File: config.mk
export PLATFORM = sky130hd
export DESIGN_NAME = cad_blend
export DESIGN_NICKNAME = d
export VERILOG_FILES = /design/src/hdl/cad_pkg.sv /design/src/hdl/cad_blend.sv
export SDC_FILE = /design/constraint.sdc
export NUM_CORES = 2
export LEC_CHECK = 0
export BUFFER_PORTS_ARGS = -buffer_cell sky130_fd_sc_hd__buf_2
export CORE_ASPECT_RATIO = 0.6
export CORE_MARGIN = 2
export CORE_UTILIZATION = 60
export CTS_CLUSTER_SIZE = 24
export DETAILED_ROUTE_END_ITERATION = 12
export GPL_TIMING_DRIVEN = 0
export PLACE_DENSITY_LB_ADDON = 0.08
export SETUP_SLACK_MARGIN = 0.5
export SLEW_MARGIN = 30
export SYNTH_ARGS = -nofsm -noshare
export SYNTH_HDL_FRONTEND = slang
export SYNTH_SLANG_ARGS = --single-unit
File: constraint.sdc
create_clock -name clk_i -period 11.01 [get_ports clk_i]
set_input_delay 2.202 -clock clk_i [delete_from_list [all_inputs] [get_ports clk_i]]
set_output_delay 2.202 -clock clk_i [all_outputs]
set_load 0.01 [all_outputs]
File: src/hdl/cad_pkg.sv
// ----------------------------------------------------------------------------
// cad_pkg
// Types and constants shared by the gray stroke darkener pipeline.
// ----------------------------------------------------------------------------
package cad_pkg;

  localparam int COLOR_FRAC_BITS_DEF = 12;

  localparam int CW = 12;
  localparam int MW = 20;
  localparam int LW = 26;
  localparam int TW = 31;
  localparam int NW = 45;
  localparam int SW = 40;
  localparam int VW = 57;
  localparam int RW = 28;
  localparam int WW = 17;

  localparam logic [34:0] BLEND_TOP = 35'd88080384;
  localparam logic [21:0] RECIP_15 = 22'd2236963;
  localparam int RECIP_SHIFT = 25;
  localparam logic [WW-1:0] W_ONE = 17'd65536;

  typedef struct packed {
    logic [CW-1:0]        red_in;
    logic [CW-1:0]        green_in;
    logic [CW-1:0]        blue_in;
    logic signed [MW-1:0] matrix_a;
    logic signed [MW-1:0] matrix_b;
  } in_item_t;

  typedef struct packed {
    logic [CW-1:0] red_out;
    logic [CW-1:0] green_out;
    logic [CW-1:0] blue_out;
  } out_item_t;

  typedef struct packed {
    logic [2:0][CW-1:0] c;
    logic               apply;
    logic [2:0][CW-1:0] q;
    logic [2:0][NW-1:0] drem;
    logic [TW-1:0]      dvs;
    logic [VW-1:0]      srem;
    logic [RW-1:0]      root;
    logic               tiny;
  } cell_t;

endpackage

File: src/hdl/cad_blend.sv
// ----------------------------------------------------------------------------
// cad_blend
// Blend weight from the expansion, then the mix of original and darkened.
// ----------------------------------------------------------------------------
module cad_blend #(
  parameter int COLOR_FRAC_BITS = cad_pkg::COLOR_FRAC_BITS_DEF
) (
  input  logic               clk_i,
  input  logic               rst_ni,
  input  logic               en_i,
  input  logic               valid_i,
  input  cad_pkg::cell_t     cell_i,
  output logic               valid_o,
  output cad_pkg::out_item_t item_o
);
  import cad_pkg::*;

  localparam logic [39:0] FS = (40'd1 << COLOR_FRAC_BITS) - 40'd1;
  localparam logic [CW-1:0] MASK = FS[CW-1:0];

  logic               v1_q, v2_q;
  logic [34:0]        sub;
  logic [26:0]        x;
  logic [42:0]        prod;
  logic [17:0]        wq;
  logic [WW-1:0]      w_d, w_q;
  logic [2:0][CW-1:0] c_q, m_d, m_q, o_d, o_q;
  logic [29:0]        mix;

  always_comb begin
    sub  = 35'(35'd100 * {7'd0, cell_i.root});
    x    = 27'(BLEND_TOP - sub);
    prod = {22'd0, x[26:6]} * {21'd0, RECIP_15};
    wq   = prod[RECIP_SHIFT +: 18];
    if (cell_i.tiny || (sub >= BLEND_TOP)) begin
      w_d = '0;
    end else if (wq > {1'b0, W_ONE}) begin
      w_d = W_ONE;
    end else begin
      w_d = wq[WW-1:0];
    end
    for (int i = 0; i < 3; i++) begin
      m_d[i] = cell_i.apply ? cell_i.q[i] : cell_i.c[i];
    end
  end

  always_comb begin
    for (int i = 0; i < 3; i++) begin
      mix = 30'({18'd0, c_q[i]} * {13'd0, W_ONE - w_q}) + 30'({18'd0, m_q[i]} * {13'd0, w_q})
            + 30'd32768;
      o_d[i] = mix[16 +: CW] & MASK;
    end
  end

  always_ff @(posedge clk_i or negedge rst_ni) begin
    if (!rst_ni) begin
      v1_q <= 1'b0;
      v2_q <= 1'b0;
    end else if (en_i) begin
      v1_q <= valid_i;
      v2_q <= v1_q;
    end
  end

  always_ff @(posedge clk_i) begin
    if (en_i) begin
      w_q <= w_d;
      c_q <= cell_i.c;
      m_q <= m_d;
      o_q <= o_d;
    end
  end

  assign valid_o          = v2_q;
  assign item_o.red_out   = o_q[0];
  assign item_o.green_out = o_q[1];
  assign item_o.blue_out  = o_q[2];

endmodule

==> summary.txt <==
Routing
  – First DRT Iteration DRCs: roughly 3,900
  – Highest Signal Layer: met5
  – DRC Markers: 0
  – Met3 routed WL: 29,200 um
  – Post-route ant nets: 0
  – Met2 wire length: ~58,000 um
  – Post-Route WL: 162,000 um
  – Wl on met1: 70,800 um
  – Vias post-DR: about 39,000
  – Vias per Instance: 5.65
  – Drt wl/cell: 23.7 um
  – Drt first pass iters: 8

Timing
  – Slew headroom: 23.3%
  – Final Hold Violating Endpoints: 0
  – Final worst slack: -367 ps
  – Maximum clock frequency: 0.0879 GHz
  – Final worst path period share: 103%
  – Worst-Margin Slew: 1150 ps
  – Clock skew: 15.6 ps
  – Slew Viols, Final: 0
  – Final setup violation count: 11
  – Post-route minimum period: 11,380 ps
  – Unrepaired setup endpoints after global routing: true

Clock network
  – Clock-pin transition on the worst setup and hold timing paths: 70 ps
  – CTS max path bufs: 2
  – Post-CTS Hold Fix Bufs: 0
  – Skew-Pair Late Insertion Delay: 540 ps
  – H-tree depth: 4
  – CTS tree: built
  – Root Buffer: clkbuf_16
  – CTS Sinks: ~130
  – CTS Buf Count: 17

Run
  – Max-Cap Viols: 0

GRT
  – Largest net degree at the start of global routing: 67
  – Vias in the first global route: approximately 39,000
  – GRT Util Overall: ~38%
  – Grt ovf: 0
  – Antenna violations before repair: 8
  – First-pass GRT wire length: 244,000 um

Min path
  – Hold Startpoint: v1_q
  – Hold path depth: 1
  – Hold path endpoint: v1_q
  – Hold Path Class: reg2reg

Critical path
  – Buffers plus inverters on the worst setup path: 5
  – R2R cell count: 32
  – R2R setup slack: 680 ps
  – CP Launch Type: input pin
  – WP data required: 11,390 ps
  – Setup Crit Path Kind: in2reg
  – CP endpoint kind: flop
  – Most common cell on crit path: ha_4
  – Crit-path max FO: 5
  – Highest-delay cell along the critical path: fa_1
  – CP Launch Point: cell_i[2]
  – Crit-path max cell delay: 540 ps
  – Arr. time, crit path: 11,750 ps
  – CP delay by family, top: adder cells
  – Reg-to-Reg End: item_o[11]
  – Reg2reg start: w_q[0]

Synth
  – Post-synth top area share: 44.2%
  – Main area contributors after synthesis: fa_1 (44%), ha_1 (15%), inv_1 (9.8%)
  – Post-synth top cells: inv_1 (1,326), fa_1 (1,122), nand2_1 (855)
  – Synthesized area: 50,800 um2
  – Most frequent cell after synthesis: inv_1
  – Async set-reset flop share out of synthesis: between 1.5 and 2%
  – Yosys warns: 0
  – Predominant post-synthesis flop cell: edfxtp_1
  – Dominant cell type by area after synthesis: fa_1
  – Post-synthesis sequential area ratio: 7.49%
  – Avg Synthesized Cell Area: 9.32 um2
  – Number of synthesized flops with an enable pin: 125
  – Syn Nets: 7,515
  – Yosys reg bits: 127
  – Gate Count Post-Synth: ~5,400
  – Netlist cell types: 77

Floorplanning
  – Initial Util: 60.7%
  – I/O pin cnt: 366
  – Die Y-Extent: 229 um
  – Die area: just under 90,000 um2
  – Die X: roughly 380 um
  – Placement Rows: 82
  – Core ar.: approximately 84,000 um2

Status
  – Failing checks: setup timing
  – Status: complete, but fails checks

Final layout
  – Register area: 3800 um2
  – Area of the multi-input gates: around 43,000 um2
  – Area delta synth->final: 10.4%
  – Final Core Density: 67.0%
  – Layout cells sized above 1: approximately a tenth
  – Fill count: around 7,000
  – Final Net Count: 7,745

Placed design
  – Final GP Congestion: 1.01
  – I/O Buffers: around 140
  – Place WS: -2030 ps
  – DP HPWL: around 130,000 um
## state kept, by name, summed over array words and instances (netlist names)
name     flops
valid_o      1
v1_q         1
c_q         36
item_o      36
m_q         36
w_q         17
## cell families after synthesis
family	share of synthesized area, %
adders and majority gates	59.4
buffers and inverters	11.7
and+or+nand+nor	14.7
AOI/OAI and AO/OA	3.73
DFF	7.49
xor gates and xnor gates	2.09
muxes	0.941
## per-layer routing
metal	vias to the layer above	track usage [%]
li1	16688	-
met1	19244	58.7
met2	2433	45.9
met3	181	21.7
met4	6	8.19
met5	-	0.545
## through the flow
step / cells / cell area [um2] / hold WS (ps) / TNS [ps]
finish: 6829 / 56100 / 510 / -3370
global route: 6828 / 56100 / 532 / -6030
CTS: 6803 / 55300 / 512 / -21.9
detailed placement: 6737 / 53400 / 495 / -44800
global placement: 6724 / 53100 / 487 / -68550
floorplan: 5449 / 50900 / 475 / 0
## final cells by class
| type | count | area share (%) |
|---|---|---|
| multi-input cells | 3740 | 76.3 |
| inverters | 1326 | 8.89 |
| plain buffers | 256 | 1.95 |
| flip-flops and latches | 127 | 6.79 |
| repair buffers | 211 | 2.50 |
| diodes | 3 | 0.0134 |
| clock inverters | 15 | 0.310 |
| clock buffers | 17 | 0.759 |
| well taps | 1134 | 2.53 |
## layout by cell type, fill, tap and decap left out, types with 38 or more instances in the layout
master and count:
xnor2_1 53, nand2_1 847, mux2_2 38, and2_1 431, buf_2 135, edfxtp_1 125, a21oi_1 72, inv_1 1315
ha_1 577, o21ai_0 44, buf_4 59, fa_1 1119, clkbuf_1 196, nor2_1 59
## how the worst max path moves through the flow
stage / end / depth (start not counted)
final: w_q[2] / 40
after global routing: w_q[2] / 41
after CTS: w_q[4] / 42
after detailed placement: w_q[2] / 40
after global placement: item_o[11] / 32
after floorplan: w_q[2] / 41
## timing repair
action,CTS,global route
pin swaps,76,52
buffers inserted,33,23
resized for setup,184,105
endpoints found under the setup margin,50,40
gates cloned,1,0
hold endpoints to repair,0,0
Power is not shown: default switching activity piles up to over one toggle a cycle in this logic, so the estimate is an artifact.
