[config.mk]
export PLATFORM = sky130hd
export DESIGN_NAME = cad_cell
export DESIGN_NICKNAME = d
export VERILOG_FILES = /design/src/hdl/cad_pkg.sv /design/src/hdl/cad_cell.sv
export SDC_FILE = /design/constraint.sdc
export NUM_CORES = 1
export LEC_CHECK = 0
export BUFFER_PORTS_ARGS = -buffer_cell sky130_fd_sc_hd__buf_2
export CAP_MARGIN = 20
export CORE_AREA = 2 2 257 259
export DETAILED_ROUTE_END_ITERATION = 12
export DIE_AREA = 0 0 259 261
export PLACE_DENSITY_LB_ADDON = 0.2
export SETUP_SLACK_MARGIN = 0.3
export SLEW_MARGIN = 15
export SYNTH_ARGS = -nofsm -noshare
export SYNTH_HDL_FRONTEND = slang
export SYNTH_SLANG_ARGS = --single-unit
export TNS_END_PERCENT = 10
[constraint.sdc]
create_clock -name clk_i -period 0.8 [get_ports clk_i]
set_clock_uncertainty 0.1 [all_clocks]
set_input_delay 0.16 -clock clk_i [delete_from_list [all_inputs] [get_ports clk_i]]
set_output_delay 0.16 -clock clk_i [all_outputs]
set_load 0.005 [all_outputs]
[src/hdl/cad_pkg.sv]
// ----------------------------------------------------------------------------
// cad_pkg
// Types and constants shared by the gray stroke darkener pipeline.
// ----------------------------------------------------------------------------
package cad_pkg;

  localparam int COLOR_FRAC_BITS_DEF = 12;

  localparam int CW = 12;
  localparam int MW = 20;
  localparam int LW = 26;
  localparam int TW = 31;
  localparam int NW = 45;
  localparam int SW = 40;
  localparam int VW = 57;
  localparam int RW = 28;
  localparam int WW = 17;

  localparam logic [34:0] BLEND_TOP = 35'd88080384;
  localparam logic [21:0] RECIP_15 = 22'd2236963;
  localparam int RECIP_SHIFT = 25;
  localparam logic [WW-1:0] W_ONE = 17'd65536;

  typedef struct packed {
    logic [CW-1:0]        red_in;
    logic [CW-1:0]        green_in;
    logic [CW-1:0]        blue_in;
    logic signed [MW-1:0] matrix_a;
    logic signed [MW-1:0] matrix_b;
  } in_item_t;

  typedef struct packed {
    logic [CW-1:0] red_out;
    logic [CW-1:0] green_out;
    logic [CW-1:0] blue_out;
  } out_item_t;

  typedef struct packed {
    logic [2:0][CW-1:0] c;
    logic               apply;
    logic [2:0][CW-1:0] q;
    logic [2:0][NW-1:0] drem;
    logic [TW-1:0]      dvs;
    logic [VW-1:0]      srem;
    logic [RW-1:0]      root;
    logic               tiny;
  } cell_t;

endpackage

[src/hdl/cad_cell.sv]
// ----------------------------------------------------------------------------
// cad_cell
// One cell of the row: one root bit and, low in the row, one quotient bit.
// ----------------------------------------------------------------------------
module cad_cell #(
  parameter int K      = 0,
  parameter bit DIV_EN = 1'b0
) (
  input  logic           clk_i,
  input  logic           rst_ni,
  input  logic           en_i,
  input  logic           valid_i,
  input  cad_pkg::cell_t cell_i,
  output logic           valid_o,
  output cad_pkg::cell_t cell_o
);
  import cad_pkg::*;

  localparam int QK = (K < CW) ? K : 0;

  cell_t         cell_d, cell_q;
  logic          valid_q;
  logic [VW-1:0] trial;
  logic [NW-1:0] dd;

  always_comb begin
    cell_d = cell_i;
    trial = ({{(VW-RW){1'b0}}, cell_i.root} << (K + 1)) + (VW'(1) << (2 * K));
    if (cell_i.srem >= trial) begin
      cell_d.srem = cell_i.srem - trial;
      cell_d.root[K] = 1'b1;
    end
    dd = {{(NW-TW){1'b0}}, cell_i.dvs} << K;
    if (DIV_EN) begin
      for (int i = 0; i < 3; i++) begin
        if (cell_i.drem[i] >= dd) begin
          cell_d.drem[i] = cell_i.drem[i] - dd;
          cell_d.q[i][QK] = 1'b1;
        end
      end
    end
  end

  always_ff @(posedge clk_i or negedge rst_ni) begin
    if (!rst_ni) begin
      valid_q <= 1'b0;
    end else if (en_i) begin
      valid_q <= valid_i;
    end
  end

  always_ff @(posedge clk_i) begin
    if (en_i) begin
      cell_q <= cell_d;
    end
  end

  assign valid_o = valid_q;
  assign cell_o  = cell_q;

endmodule

==> impl_results.md, run 1 <==
* Seq cells post-synth at 326
* Pleak at 9.21 nW
* Drt pass-1 iters at 5
* Tcrit/Tclk final at 286%
* First-pass GRT wire length at 76,900 microns
* RSZ-0062 raised after global routing: true
* Die X at 259 microns
* Total track usage at 15.9%
* HP Class: in2reg
* Depth of the CTS H-tree at 2
* Utilization after layout at around 34%
* Hold_buf cts at 1
* CP max FO at 6
* Synth Area in XOR/XNOR at 3.81%
* Worst slew pin tran at 0.436 ns
* Pins over their slew limit at 0
* Final setup violation count at between 300 and 400
* PwrDens at 2130 nW/um^2
* Worst slack, placed at -2.25 ns
* Clock latency on the worst-skew pair at 0.54 ns
* Unique masters post-synth at 55
* Adder-Cell Fraction of Synth Area at 3.03%
* Antenna violations before repair at 23
* Top FF cell, synth: edfxtp_1
* Syn Area/Cell at 16.4 sq um
* Data arrival, critical path at about 2.5 ns
* Compound-Gate Fraction of Synth Area at 6.60%
* Top-count cell post-synth: edfxtp_1
* Total negative slack at -248.36 ns
* NumNets Final at 2,088
* Clock tree buffer depth at 3
* Commonest cells in the synthesized netlist: edfxtp_1 (325), a21oi_1 (52), nor2_1 (44)
* Ys async rst share at 0.307%
* Routed Antenna Nets at 0
* Share of cells above drive strength 1 at around 65%
* Min-delay src: cell_i[248]
* Min cycle time layout at 2.29 ns
* Hold slack at -0.333 ns
* Ys Warns at 0
* Max Clock Freq at 438 MHz
* CTS tree: done
* Inserted Clock Buffers at 40
* Final Wtd Congestion at 0.838
* Wire length per cell at 21.8 microns
* Initial Util at 19.4%
* Register area share after synthesis at 77.4%
* Origin of the critical flop-to-flop path: valid_o
* IO Count at 655
* Drt drc at 0
* Die area at just under 70,000 sq um
* CP Capture Type: register
* Area Growth Syn to Fin at 72.7%
* Synth Net Count at 1,132
* Core area at 65,000 sq um
* Root Buffer: clkbuf_16
* DP Cell Count at approximately 2,500
* Maximum vdd drop at 1500 uV
* Grt total ovfl at 0
* Total Wirelength at 57,300 microns
* Final worst-path setup slack at -1.49 ns
* Non-Filler Instances at 2,631
* Leading area contributor after synthesis: edfxtp_1
* Max Cap Violations at 0
* Dominant cells by area after synthesis: edfxtp_1 (77%), ha_1 (2.9%), a21oi_1 (2.1%)
* Clk sinks at roughly 330
* Pin count of the biggest net entering global routing at 30
* Simple-Gate Fraction of Synth Area at 6.63%
* Max-Slew Margin vs Limit at between 70% and 80%
* Cell Area, Placed at 19,300 sq um
* Final instance area at between 20,000 and 25,000 sq um
* Row cnt at 94
* Crit Path Class: in2reg
* HPWL Detailed at 47,200 microns
* Vias/cell at around 4
* Failing checks: hold timing, setup timing
* Final Hold Viols at 327
* Reg2reg setup slack at -0.04 ns
* Die height at 261 microns
* Worst-path clk slew at about 0.060 ns
* Total Power at 46.5 mW
* Startpoint Class: input port
* EDFF count, synth at 325
* Status: finished with violations
* Cell count after synthesis at 773
* Critical Path RT at 1.00 ns
* Post-synthesis cell area at 12,600 sq um
* Post-synth top area share at roughly 77%
* IO buf count at 654
* Vias in the first global route at 10,700
* Mux cell area share after synthesis at 0.534%
* Vias post-DR at 10,600
* Worst setup path startpoint: cell_i[75]
* Iter 0 DRT Violations at 576
* Main combinational cell family by area after synthesis: simple AND/OR/NAND/NOR gates
## cell families (layout without fill, tap and decap cells)
kind of cell | Yosys count | in the layout
flops | 326 | 326
simple gates | 168 | 168
compound gates | 129 | 129
buf+inv | 59 | 1047
xor+xnor | 55 | 55
fa+ha+maj | 30 | 30
mux | 6 | 6
other cells | 0 | 6
## report_power, final
part	switching, mW	leakage (nW)	internal [mW]	total, mW
clock	7.50	0.625	10.3	17.8
combinational	3.81	5.40	3.94	7.75
sequential	0.433	3.19	20.5	21.0
## layer usage
layer  wire (microns)  vias to the layer above  GRT usage (%)
li1                 -                     4887              -
met1            19700                     5145           16.2
met2            31500                      415           30.8
met3             4500                       95           5.33
met4             1370                       26           4.29
met5              168                        -              0
## timing repair
| item | in CTS | in global routing |
|---|---|---|
| pin swaps | 31 | 25 |
| setup endpoints to repair | 387 | 414 |
| gates resized for setup | 166 | 44 |
| setup buffers | 23 | 10 |
| endpoints found under the hold margin | 337 | 331 |
## registers in the layout (all words and copies together), names as in the netlist
name     cells
cell_o     325
valid_o      1
## final timing paths
check | end | depth (start not counted)
setup / recovery | cell_o[59] | 12
hold / removal | cell_o[248] | 1
setup reg to reg | valid_o | 1
hold reg to reg | valid_o | 1
max in group asynchronous | valid_o | 2
min in group asynchronous | valid_o | 2
## area by class of cell
class	count	area, sq um
fillers	6543	43200
flip-flops and latches	326	9780
repair buffers	937	5900
multi-input cells	388	3620
well taps	864	1080
clock buffers	48	1030
clock inverters	26	253
inverters	36	160
diodes	6	15.0
## layout by cell type (no fill, tap or decap), drive strengths merged, types with 18 or more instances in the layout
cell / instances
inv: 39
nand2: 37
ha: 29
nor3: 24
nor2: 44
clkinv: 18
clkbuf: 48
edfxtp: 325
xor2: 27
a21oi: 52
xnor2: 28
nand4: 20
buf: 936
o21ai: 18
## worst max-delay path: stages
cell	delay, ns
buf_6	0.09
or4_4	0.53
or4_4	0.54
nor4_4	0.17
o31a_4	0.21
o211ai_4	0.13
buf_6	0.17
buf_8	0.13
nand2_8	0.09
buf_6	0.10
nor2_2	0.03
xor2_1	0.13
Power figures use the tool's default switching activity.
==> inputs of run 2 (changes only) <==
--- a/config.mk
+++ b/config.mk
@@ -10,7 +10,7 @@
 export CORE_AREA = 2 2 257 259
 export DETAILED_ROUTE_END_ITERATION = 12
 export DIE_AREA = 0 0 259 261
-export PLACE_DENSITY_LB_ADDON = 0.2
+export PLACE_DENSITY_LB_ADDON = 0.3
 export SETUP_SLACK_MARGIN = 0.3
 export SLEW_MARGIN = 15
 export SYNTH_ARGS = -nofsm -noshare
==> impl_results.md, run 2 (same netlist as run 1, synthesis figures left out) <==
* Status: finished with violations
* Failing checks: hold timing, setup timing
* PwrDens at 2120 nW/um^2
* Total Wirelength at 55,200 microns
* Drt pass-1 iters at 5
* Max reg flops at ~330
* IO buf count at 654
* Crit Path Class: in2reg
* Max Clock Freq at 423 MHz
* Iter 0 DRT Violations at 734
* CP max FO at 7
* First-pass GRT wire length at approximately 75,000 microns
* Depth of the CTS H-tree at 2
* Vias in the first global route at 10,900
* Comb power frac at 17.0%
* Hold slack at -0.308 ns
* Row cnt at 94
* Maximum vdd drop at 1500 uV
* Commonest non-fill, non-tap cell in the layout: buf_2
* Antenna violations before repair at 20
* IO Count at 655
* Utilization after layout at 33.7%
* Vias/cell at 4.06
* Clock tree buffer depth at 3
* Top Layer Used: met5
* Die area at 67,600 sq um
* Startpoint Class: input port
* Clock power frac at 37.9%
* RSZ-0062 raised after global routing: true
* Min cycle time layout at 2.36 ns
* Grt total ovfl at 0
* Die height at 261 microns
* Max Cap Violations at 0
* Share of cells above drive strength 1 at 65.7%
* Final Hold Viols at 317
* Final Wtd Congestion at 0.849
* Hold_buf cts at 1
* Wire length per cell at 21.1 microns
* Core area at 65,000 sq um
* Final setup violation count at between 300 and 400
* Pleak at 9.31 nW
* NumNets Final at 2,083
* Pint at 35.2 mW
* Critical Path RT at 1.00 ns
* CTS tree: done
* Non-Filler Instances at 2,617
* Routed Antenna Nets at 0
* Met2 Routed Length at 28,700 microns
* Worst slew pin tran at 0.481 ns
* Vias post-DR at 10,600
* Drt drc at 0
* Clock latency on the worst-skew pair at approximately 0.53 ns
* Pins over their slew limit at 0
* Tcrit/Tclk final at 295%
* Data arrival, critical path at 2.56 ns
* CP Capture Type: register
* Pin count of the biggest net entering global routing at 29
* Final worst-path setup slack at -1.56 ns
* Root Buffer: clkbuf_16
* DP Cell Count at 2,498
* HP Class: in2reg
* Inserted Clock Buffers at 37
* Die X at 259 microns
* Routed met1 length at between 15,000 and 20,000 microns
* HPWL Detailed at 45,200 microns
* Psw at between 10 and 15 mW
* Area Growth Syn to Fin at 73.2%
* Worst-path clk slew at 0.06 ns
* Initial Util at between 10% and 20%
* Max-Slew Margin vs Limit at 67.7%
* Part of the power in registers at between 40% and 50%
* Most frequent cells in the layout: buf_2 (618), edfxtp_1 (325), buf_4 (236)
* Sw frac at between 20 and 25%
* DR WL met3 at about 4600 microns
* Clk sinks at 326
* Total track usage at 15.3%
-- run 2: what timing repair did --
item / CTS / global route
buffers inserted: 36 / 14
endpoints found under the setup margin: 583 / 637
pin swaps: 69 / 45
endpoints found under the hold margin: 330 / 322
gates resized for setup: 168 / 74
-- run 2: metrics by stage --
stage	cell area, sq um	total power, mW	worst slack, ns	TNS [ns]	hold slack, ns
final	21900	46.5	-1.56	-245.64	-0.308
after global routing	21900	48.4	-1.58	-267.30	-0.356
after CTS	21400	46.9	-1.47	-258.40	-0.358
after detailed placement	19100	28.2	-2.41	-231.38	-0.164
after global placement	19100	28.2	-2.38	-230.73	-0.165
after floorplan	13200	23.3	-1.81	-94.99	-0.236
-- run 2: layer usage --
metal  vias up  global-route usage, %
li1       4857                      -
met1      5132                   15.8
met2       457                   28.1
met3       136                   5.21
met4        30                   6.94
met5         -                      0
-- run 2: power groups by stage --
stage	clock, mW	combinational (mW)	sequential (mW)
after floorplan	0	1.86	21.5
after global placement	0	6.87	21.3
after detailed placement	0	6.91	21.3
after CTS	18.3	7.68	21.0
after global routing	18.8	8.45	21.1
final	17.6	7.89	21.0
-- run 2: worst max-delay path, stage by stage --
cell	delay, ns
buf_8	0.08
inv_6	0.03
ha_4	0.28
ha_4	0.14
nand2_4	0.06
nor3_4	0.19
buf_4	0.13
nand4_1	0.18
o31a_4	0.35
o211ai_4	0.15
buf_4	0.18
nand3_2	0.05
or4_4	0.43
xnor2_1	0.13
-- run 2: final timing paths --
| check | slack, ns | startpoint | end | depth (start not counted) |
|---|---|---|---|---|
| min in group asynchronous | -0.17 | rst_ni | valid_o | 2 |
| max in group asynchronous | 0.69 | rst_ni | valid_o | 2 |
| hold reg to reg | 0.41 | valid_o | valid_o | 1 |
| hold / removal | -0.31 | cell_i[222] | cell_o[222] | 1 |
| setup reg to reg | -0.04 | valid_o | valid_o | 1 |
| setup / recovery | -1.56 | cell_i[1] | cell_o[83] | 14 |
-- run 2: area by class of cell --
cell class | count | area (sq um)
fill | 6486 | 43100
sequential | 326 | 9780
timing repair buffer | 935 | 5920
multi-input combinational | 388 | 3700
tap | 864 | 1080
clock buffer | 46 | 980
clock inverter | 20 | 264
inverter | 36 | 170
antenna | 2 | 5.00
